===== src/hw/rtl/hse_pkg.sv =====
// package for the heap sort engine: item structs, controller states, shared constants
// no dependencies; imported by hse_mem, heap_sort_engine_core and the testbench
`timescale 1ns / 1ps
`default_nettype none

package hse_pkg;

    // value width, fixed by the item format
    localparam int DATA_W    = 32;
    // default store capacity
    localparam int DEPTH_DEF = 64;

    // one input item
    typedef struct packed {
        logic signed [DATA_W-1:0] value;
        logic                     last;
    } t_in_item;

    // one result item
    typedef struct packed {
        logic signed [DATA_W-1:0] sorted_value;
        logic                     last_out;
        logic                     overflow;
    } t_out_item;

    // controller states
    typedef enum logic [3:0] {
        S_LOAD,
        S_START,
        S_BLD_RD,
        S_BLD_HELD,
        S_SWAP_RD,
        S_SWAP_WR,
        S_SD_CMP,
        S_SD_WR,
        S_NEXT,
        S_EMIT_RD,
        S_EMIT_LD
    } t_state;

endpackage

`default_nettype wire


===== src/hw/rtl/hse_mem.sv =====
// element store: one write port, two read ports with registered read data
// depends on hse_pkg for the value width
`timescale 1ns / 1ps
`default_nettype none

module hse_mem
    import hse_pkg::*;
#(
    parameter int DEPTH = DEPTH_DEF,
    parameter int AW    = (DEPTH > 1) ? $clog2(DEPTH) : 1
) (
    input  wire logic              i_clk,
    input  wire logic              i_we,
    input  wire logic [AW-1:0]     i_waddr,
    input  wire logic [DATA_W-1:0] i_wdata,
    input  wire logic [AW-1:0]     i_raddr0,
    input  wire logic [AW-1:0]     i_raddr1,
    output logic      [DATA_W-1:0] o_rdata0,
    output logic      [DATA_W-1:0] o_rdata1
);

    logic [DATA_W-1:0] r_mem [DEPTH];
    logic [DATA_W-1:0] r_rdata0;
    logic [DATA_W-1:0] r_rdata1;

    // write port
    always_ff @(posedge i_clk) begin
        if (i_we) begin
            r_mem[i_waddr] <= i_wdata;
        end
    end

    // two read ports with registered read data
    always_ff @(posedge i_clk) begin
        r_rdata0 <= r_mem[i_raddr0];
        r_rdata1 <= r_mem[i_raddr1];
    end

    assign o_rdata0 = r_rdata0;
    assign o_rdata1 = r_rdata1;

endmodule

`default_nettype wire


===== src/hw/rtl/heap_sort_engine_core.sv =====
// heap sort engine top level: load, heap build, extraction and result output
// depends on hse_pkg and hse_mem
`timescale 1ns / 1ps
`default_nettype none

// Batch sorter for signed 32-bit values. Items are loaded one per cycle, while
// o_in_stall is low, into a DEPTH-entry store; an item with last set ends the
// batch. Values arriving with the store full are dropped and every result of
// that batch has overflow set. The store then becomes a max-heap (bottom-up
// build); the root is swapped to the end and the old last entry sifted down
// from the root until the heap is empty; results then leave in ascending
// order, the final one with last_out set. The input stalls from the last item
// of a batch until its final result is loaded into the output register. Each
// sift-down fetches the node and its children, moves the hole down one heap
// level per compare, with an extra write of the held value when the hole ends
// on a leaf, then steps to the next node; a batch of n values takes roughly n
// loads, n/2 + n sifts of at most log2(n) levels each, and a store read and an
// output load per result, the last load freeing the input side.
module heap_sort_engine_core
    import hse_pkg::*;
#(
    parameter int DEPTH = DEPTH_DEF
) (
    input  wire logic      i_clk,
    input  wire logic      i_rst_n,
    input  wire logic      i_in_valid,
    output logic           o_in_stall,
    input  wire t_in_item  i_in_item,
    output logic           o_out_valid,
    input  wire logic      i_out_stall,
    output t_out_item      o_out_item
);

    localparam int AW  = (DEPTH > 1) ? $clog2(DEPTH) : 1;
    localparam int CW  = $clog2(DEPTH + 1);
    localparam int CXW = AW + 2;

    t_state r_state, n_state;
    logic [CW-1:0]            r_count, n_count;
    logic                     r_dropped, n_dropped;
    logic                     r_extract, n_extract;
    logic [CW-1:0]            r_idx, n_idx;
    logic [CW-1:0]            r_len, n_len;
    logic [AW-1:0]            r_hole, n_hole;
    logic [CXW-1:0]           r_child, n_child;
    logic signed [DATA_W-1:0] r_held, n_held;
    t_out_item                r_out, n_out;
    logic                     r_out_valid, n_out_valid;

    logic              mem_we;
    logic [AW-1:0]     mem_waddr;
    logic [DATA_W-1:0] mem_wdata;
    logic [AW-1:0]     mem_raddr0;
    logic [AW-1:0]     mem_raddr1;
    logic [DATA_W-1:0] mem_rdata0;
    logic [DATA_W-1:0] mem_rdata1;

    hse_mem #(
        .DEPTH (DEPTH),
        .AW    (AW)
    ) u_mem (
        .i_clk    (i_clk),
        .i_we     (mem_we),
        .i_waddr  (mem_waddr),
        .i_wdata  (mem_wdata),
        .i_raddr0 (mem_raddr0),
        .i_raddr1 (mem_raddr1),
        .o_rdata0 (mem_rdata0),
        .o_rdata1 (mem_rdata1)
    );

    // handshake terms
    logic in_acc;
    logic out_free;
    assign o_in_stall = (r_state != S_LOAD);
    assign in_acc     = i_in_valid && (r_state == S_LOAD);
    assign out_free   = !r_out_valid || !i_out_stall;

    // sift-down compare: pick the larger child, decide whether the hole moves down
    logic [CXW-1:0]           len_x;
    logic [CXW-1:0]           right_idx;
    logic                     use_right;
    logic signed [DATA_W-1:0] big_val;
    logic [CXW-1:0]           big_idx;
    logic                     go_down;
    logic [CXW-1:0]           down_child;
    logic                     down_more;
    assign len_x      = CXW'(r_len);
    assign right_idx  = r_child + CXW'(1);
    assign use_right  = (right_idx < len_x) && ($signed(mem_rdata0) < $signed(mem_rdata1));
    assign big_val    = use_right ? $signed(mem_rdata1) : $signed(mem_rdata0);
    assign big_idx    = use_right ? right_idx : r_child;
    assign go_down    = (r_held < big_val);
    assign down_child = {big_idx[CXW-2:0], 1'b1};
    assign down_more  = (down_child < len_x);

    // swap step: heap shrinks to idx-1 entries
    logic [CW-1:0] idx_m1;
    logic          swap_more;
    assign idx_m1    = r_idx - CW'(1);
    assign swap_more = (CW'(1) < idx_m1);

    // build step: first child of the node being sifted
    logic [CXW-1:0] node_child;
    assign node_child = CXW'({r_idx, 1'b1});

    // next state
    always_comb begin
        n_state = r_state;
        unique case (r_state)
            S_LOAD: begin
                if (in_acc && i_in_item.last) begin
                    n_state = S_START;
                end
            end
            S_START: begin
                n_state = (r_count >= CW'(2)) ? S_BLD_RD : S_SWAP_RD;
            end
            S_BLD_RD:   n_state = S_BLD_HELD;
            S_BLD_HELD: n_state = S_SD_CMP;
            S_SWAP_RD:  n_state = S_SWAP_WR;
            S_SWAP_WR:  n_state = swap_more ? S_SD_CMP : S_SD_WR;
            S_SD_CMP: begin
                if (go_down) begin
                    n_state = down_more ? S_SD_CMP : S_SD_WR;
                end else begin
                    n_state = S_NEXT;
                end
            end
            S_SD_WR: n_state = S_NEXT;
            S_NEXT: begin
                if (!r_extract) begin
                    n_state = (r_idx == '0) ? S_SWAP_RD : S_BLD_RD;
                end else begin
                    n_state = (r_idx == CW'(1)) ? S_EMIT_RD : S_SWAP_RD;
                end
            end
            S_EMIT_RD: n_state = S_EMIT_LD;
            S_EMIT_LD: begin
                if (out_free) begin
                    n_state = (r_idx == r_count - CW'(1)) ? S_LOAD : S_EMIT_RD;
                end
            end
            default: n_state = S_LOAD;
        endcase
    end

    // datapath and store access
    always_comb begin
        n_count     = r_count;
        n_dropped   = r_dropped;
        n_extract   = r_extract;
        n_idx       = r_idx;
        n_len       = r_len;
        n_hole      = r_hole;
        n_child     = r_child;
        n_held      = r_held;
        n_out       = r_out;
        n_out_valid = r_out_valid;
        mem_we      = 1'b0;
        mem_waddr   = r_hole;
        mem_wdata   = r_held;
        mem_raddr0  = r_idx[AW-1:0];
        mem_raddr1  = r_idx[AW-1:0];

        // result register drains independently
        if (r_out_valid && !i_out_stall) begin
            n_out_valid = 1'b0;
        end

        unique case (r_state)
            S_LOAD: begin
                if (in_acc) begin
                    if (r_count < CW'(DEPTH)) begin
                        mem_we    = 1'b1;
                        mem_waddr = r_count[AW-1:0];
                        mem_wdata = i_in_item.value;
                        n_count   = r_count + CW'(1);
                    end else begin
                        n_dropped = 1'b1;
                    end
                end
            end
            S_START: begin
                n_len = r_count;
                if (r_count >= CW'(2)) begin
                    n_extract = 1'b0;
                    n_idx     = (r_count >> 1) - CW'(1);
                end else begin
                    n_extract = 1'b1;
                    n_idx     = r_count;
                end
            end
            S_BLD_RD: begin
                mem_raddr0 = r_idx[AW-1:0];
            end
            S_BLD_HELD: begin
                n_held     = $signed(mem_rdata0);
                n_hole     = r_idx[AW-1:0];
                n_child    = node_child;
                mem_raddr0 = node_child[AW-1:0];
                mem_raddr1 = AW'(node_child + CXW'(1));
            end
            S_SWAP_RD: begin
                mem_raddr0 = '0;
                mem_raddr1 = idx_m1[AW-1:0];
            end
            S_SWAP_WR: begin
                // root goes to the end, old last entry sifts down from the root
                mem_we     = 1'b1;
                mem_waddr  = idx_m1[AW-1:0];
                mem_wdata  = mem_rdata0;
                n_held     = $signed(mem_rdata1);
                n_hole     = '0;
                n_len      = idx_m1;
                n_child    = CXW'(1);
                mem_raddr0 = AW'(1);
                mem_raddr1 = AW'(CXW'(2));
            end
            S_SD_CMP: begin
                mem_we     = 1'b1;
                mem_waddr  = r_hole;
                mem_raddr0 = down_child[AW-1:0];
                mem_raddr1 = AW'(down_child + CXW'(1));
                if (go_down) begin
                    mem_wdata = big_val;
                    n_hole    = big_idx[AW-1:0];
                    n_child   = down_child;
                end else begin
                    mem_wdata = r_held;
                end
            end
            S_SD_WR: begin
                mem_we    = 1'b1;
                mem_waddr = r_hole;
                mem_wdata = r_held;
            end
            S_NEXT: begin
                if (!r_extract) begin
                    if (r_idx == '0) begin
                        n_extract = 1'b1;
                        n_idx     = r_count;
                    end else begin
                        n_idx = idx_m1;
                    end
                end else if (r_idx == CW'(1)) begin
                    n_idx = '0;
                end else begin
                    n_idx = idx_m1;
                end
            end
            S_EMIT_RD: begin
                mem_raddr0 = r_idx[AW-1:0];
            end
            S_EMIT_LD: begin
                mem_raddr0 = r_idx[AW-1:0];
                if (out_free) begin
                    n_out_valid        = 1'b1;
                    n_out.sorted_value = $signed(mem_rdata0);
                    n_out.last_out     = (r_idx == r_count - CW'(1));
                    n_out.overflow     = r_dropped;
                    if (r_idx == r_count - CW'(1)) begin
                        n_count   = '0;
                        n_dropped = 1'b0;
                        n_idx     = '0;
                    end else begin
                        n_idx = r_idx + CW'(1);
                    end
                end
            end
            default: begin
                n_idx = r_idx;
            end
        endcase
    end

    // control registers
    always_ff @(posedge i_clk) begin
        if (!i_rst_n) begin
            r_state     <= S_LOAD;
            r_count     <= '0;
            r_dropped   <= 1'b0;
            r_extract   <= 1'b0;
            r_idx       <= '0;
            r_len       <= '0;
            r_out_valid <= 1'b0;
        end else begin
            r_state     <= n_state;
            r_count     <= n_count;
            r_dropped   <= n_dropped;
            r_extract   <= n_extract;
            r_idx       <= n_idx;
            r_len       <= n_len;
            r_out_valid <= n_out_valid;
        end
    end

    // payload registers
    always_ff @(posedge i_clk) begin
        r_hole  <= n_hole;
        r_child <= n_child;
        r_held  <= n_held;
        r_out   <= n_out;
    end

    assign o_out_valid = r_out_valid;
    assign o_out_item  = r_out;

`ifndef SYNTHESIS
    // fill count never passes capacity
    a_count_cap: assert property (@(posedge i_clk) disable iff (!i_rst_n)
        r_count <= CW'(DEPTH))
        else $error("element count above capacity");

    // a dropped value means the store was full
    a_drop_full: assert property (@(posedge i_clk) disable iff (!i_rst_n)
        r_dropped |-> (r_count == CW'(DEPTH)))
        else $error("drop flagged with free store entries");

    // heap never reaches past the loaded entries
    a_heap_len: assert property (@(posedge i_clk) disable iff (!i_rst_n)
        (r_state == S_SD_CMP || r_state == S_SD_WR) |-> (r_len <= r_count))
        else $error("heap length beyond loaded entries");

    // moving the hole down never writes an entry being read for the next level
    a_sift_hazard: assert property (@(posedge i_clk) disable iff (!i_rst_n)
        (r_state == S_SD_CMP && go_down && down_more)
        |-> (mem_waddr != mem_raddr0 && mem_waddr != mem_raddr1))
        else $error("sift write collides with child read");

    // the input side reopens only after the final result of a batch
    a_batch_end: assert property (@(posedge i_clk) disable iff (!i_rst_n)
        (r_state != S_LOAD && n_state == S_LOAD) |=> (r_out_valid && r_out.last_out))
        else $error("batch ended without a final result");
`endif

endmodule

`default_nettype wire


===== config.mk =====
export PLATFORM = sky130hd
export DESIGN_NAME = heap_sort_engine_core
export DESIGN_NICKNAME = d
export VERILOG_FILES = /design/src/hw/rtl/hse_pkg.sv /design/src/hw/rtl/hse_mem.sv /design/src/hw/rtl/heap_sort_engine_core.sv
export SDC_FILE = /design/constraint.sdc
export NUM_CORES = 2
export LEC_CHECK = 0
export ABC_CLOCK_PERIOD_IN_PS = 19400
export BUFFER_PORTS_ARGS = -buffer_cell sky130_fd_sc_hd__buf_2
export CORE_ASPECT_RATIO = 1.1
export CORE_MARGIN = 2
export CORE_UTILIZATION = 40
export CTS_BUF_LIST = sky130_fd_sc_hd__clkbuf_4
export DETAILED_ROUTE_END_ITERATION = 10
export MAX_ROUTING_LAYER = met4
export PLACE_DENSITY_LB_ADDON = 0.2
export RECOVER_POWER = 100
export SLEW_MARGIN = 20
export SYNTH_ARGS = -nofsm -noshare
export SYNTH_HDL_FRONTEND = slang
export SYNTH_SLANG_ARGS = --single-unit

===== constraint.sdc =====
create_clock -name i_clk -period 19.4 [get_ports i_clk]
set_input_delay 0.97 -clock i_clk [delete_from_list [all_inputs] [get_ports i_clk]]
set_output_delay 0.97 -clock i_clk [all_outputs]
set_load 0.005 [all_outputs]

==> out/results.txt <==
Num CTS Buffers = 577
Netlist cell types = 87
Final Hold Vio Count = 0
Final setup margin = 5850 ps
Global-route wire length before repair = 575000 um
TNS Setup = 0 ps
Finished Layout Cells = 13416
Fmax = 73.8 MHz
Core ar. = 272000 um2
Crit start category = flip-flop
Worst hold stages = 5
DP Worst Slack = 11050 ps
Max Fanout on Critical Path = 55
Pin count of the biggest net entering global routing = 166
DR pass1 iterations = 9
GRT Util Overall = 29.5%
Crit end category = flip-flop
Placed inst area = 114000 um2
Die area = 277000 um2
Starting Density = 40.1%
Final ANT Viol Nets = 0
Htree depth = 6
Post-CTS Setup Bufs = 0
Cell taking the most area after synthesis = edfxtp_1
Pwr dens = 203 nW/um2
FILL cells = 25011
Placed insts = 12398
Final setup viols = 0
Kind of critical path = reg2reg
Async S/R FF share, synth = 0%
Most frequent cells in the layout = 2462 x nand2_1, 2121 x edfxtp_1, 800 x clkbuf_4
Seq/Total Area, Yosys = 60.1%
Critical hold path startpoint = i_in_item[0]
Buffers on Ports = 72
Layout area overhead = 10.2%
CP arrival = 14790 ps
Outcome = complete, but fails checks
Top cell type's share of synthesized area = 58.4%
Clock root cell = clkbuf_4
Vias = 84649
Cts repair resizes = 0
# IOs = 73
R2r worst-path depth = 20
Number of cell rows = 201
Die height = 552 um
Hold WC Path Type = in2reg
Grt ovf = 0
Drt total wl = 408000 um
Syn Inst Count = 9235
Via/cell ratio = 6.31
Final Skew = 106 ps
Pins Over Slew Limit = 2722
Reg-to-Reg Start = u_mem.o_rdata1[31]
Clk pin slew, worst setup/hold paths = 70 ps
Clk_lat worst skew = 1370 ps
Final min period = 13550 ps
Drt drc = 0
WP data required = 20640 ps
Most common cell after layout, fill and taps aside = nand2_1
Routed WL per cell = 30.4 um
Crit path largest cell delay = 2510 ps
Clock Sinks = 2213
Failing checks = capacitance limit, slew limit
Initial antenna violation count = 29
Number of synthesized flops with an enable pin = 2121
Critical path, cell by cell = inv_1, ha_1, nand4_1, or4_1, a2111oi_0, nor4_1, clkinv_1, ha_1, nor2_1, a221o_4, clkbuf_1, clkbuf_1, buf_4, nand2_1, and3_1, a31oi_1, mux2i_1, a22o_1, o22ai_1, a221o_1
Cts hold-fix bufs = 4
Final instance area = 120000 um2
Worst setup path startpoint = u_mem.o_rdata1[31]
Slew headroom = -207%
#FFs+latches synth = 2213
Fin nets = 9451
Yosys warnings = 0
Synth area leaders = edfxtp_1 58%, nand2_1 8.5%, mux4_2 7.8%
DP HPWL = 222000 um
Mapped cell area = 109000 um2
Max IR drop VDD = 0.000231 V
Syn Nets = 9356
Layout cells sized above 1 = 16.0%
Main flop type after synthesis = edfxtp_1
Lkg Pwr = 41.4 nW
Die width = 502 um
CTS tree = built
Routability cong. = 0.924
Worst-Margin Slew = 4610 ps
Syn avg cell area = 11.8 um2
Buffer levels on the longest clock path = 4
Vias in the first global route = 81646
Total power draw = 0.0244 W
Drt initial violations = 11514
RSZ-0062 raised after global routing = no
Max cap viols = 109
Crit share post-route = 69.9%
Critical path's slowest cell = clkbuf_1
[stage by stage]
step | util [%] | hold WS, ps
3_5_place_dp | 41.8 | 441
3_3_place_gp | 41.7 | 432
2_1_floorplan | - | 409
6_report | 44.2 | 126
5_1_grt | 44.2 | 61.3
4_1_cts | 44.4 | 8.41
[critical path: cells and delay by family, from the launching register on]
| family | cells | cell delay [ps] |
|---|---|---|
| AOI/OAI and AO/OA | 6 | 3870 |
| adders and majority gates | 2 | 730 |
| buffers and inverters | 5 | 6020 |
| DFF | 1 | 320 |
| muxes | 1 | 100 |
| and+or+nand+nor | 6 | 2210 |
[power breakdown]
part	switching [W]	leakage [nW]	internal, W	total [W]
Combinational	0.00938	17.3	0.00408	0.0135
Clock	0.00200	4.25	0.00210	0.00410
Sequential	0.000192	19.9	0.00669	0.00688
Total	0.0116	41.4	0.0129	0.0244
[registers in the layout, summed over array words and instances, names as in the netlist]
register and cells:
o_out_item 34, o_out_valid 1, r_child 2, r_count 7
r_dropped 1, r_extract 1, r_held 32, r_hole 5
r_idx 7, r_len 7, r_state 4, u_mem.o_rdata0 32
u_mem.o_rdata1 32, u_mem.r_mem 2048
[cells by family (layout without fill, tap and decap cells)]
logic type | count (synthesis) | count (layout) | share of synthesized area, %
compound gates | 1898 | 1898 | 11.9
mux | 554 | 554 | 9.48
simple gates | 3631 | 3631 | 14.3
other cells | 0 | 23 | 0
fa+ha+maj | 84 | 84 | 0.964
flops | 2213 | 2213 | 60.1
xor+xnor | 32 | 32 | 0.270
buf+inv | 823 | 1327 | 2.95
[final timing paths]
kind	to	slack [ps]
hold / removal	r_state[0]	130
setup reg to reg	u_mem.o_rdata0[9]	5850
setup / recovery	u_mem.o_rdata0[9]	5850
hold reg to reg	o_out_item[0]	460
[per-layer routing]
metal / global-route usage [%] / vias up / share of wire, % / wire length (um)
li1: - / 35549 / - / -
met1: 37.7 / 42508 / 38 / 156000
met2: 44.8 / 5541 / 45 / 185000
met3: 7.32 / 1051 / 12 / 48700
met4: 12.8 / 0 / 4.5 / 18500
met5: - / - / 0 / 0
[synth_stat cells (all sizes together) (16+ instances only)]
| library cell | instances |
|---|---|
| nand2 | 2464 |
| edfxtp | 2121 |
| clkbuf | 612 |
| a211oi | 453 |
| nand3 | 438 |
| mux4 | 376 |
| a31oi | 322 |
| o21ai | 295 |
| a21oi | 262 |
| and2 | 262 |
| and3 | 194 |
| nor2 | 159 |
| buf | 154 |
| o211ai | 135 |
| a311oi | 128 |
| mux2i | 113 |
| dfxtp | 92 |
| ha | 84 |
| a22o | 66 |
| mux2 | 65 |
| inv | 56 |
| nor3 | 50 |
| a221o | 36 |
| o22ai | 36 |
| o22a | 35 |
| a211o | 34 |
| xor2 | 17 |
| a21o | 16 |
[cell type report]
type / count / area (um2) / share of cell area [%]
Sequential cell: 2213 / 65500 / 54.5
Multi-Input combinational cell: 6199 / 40800 / 33.9
Clock buffer: 800 / 6010 / 5.00
Tap cell: 3654 / 4570 / 3.80
Timing Repair Buffer: 282 / 1850 / 1.54
Clock inverter: 188 / 1180 / 0.980
Inverter: 57 / 214 / 0.178
Antenna cell: 23 / 57.6 / 0.0479
Power figures use the tool's default switching activity.
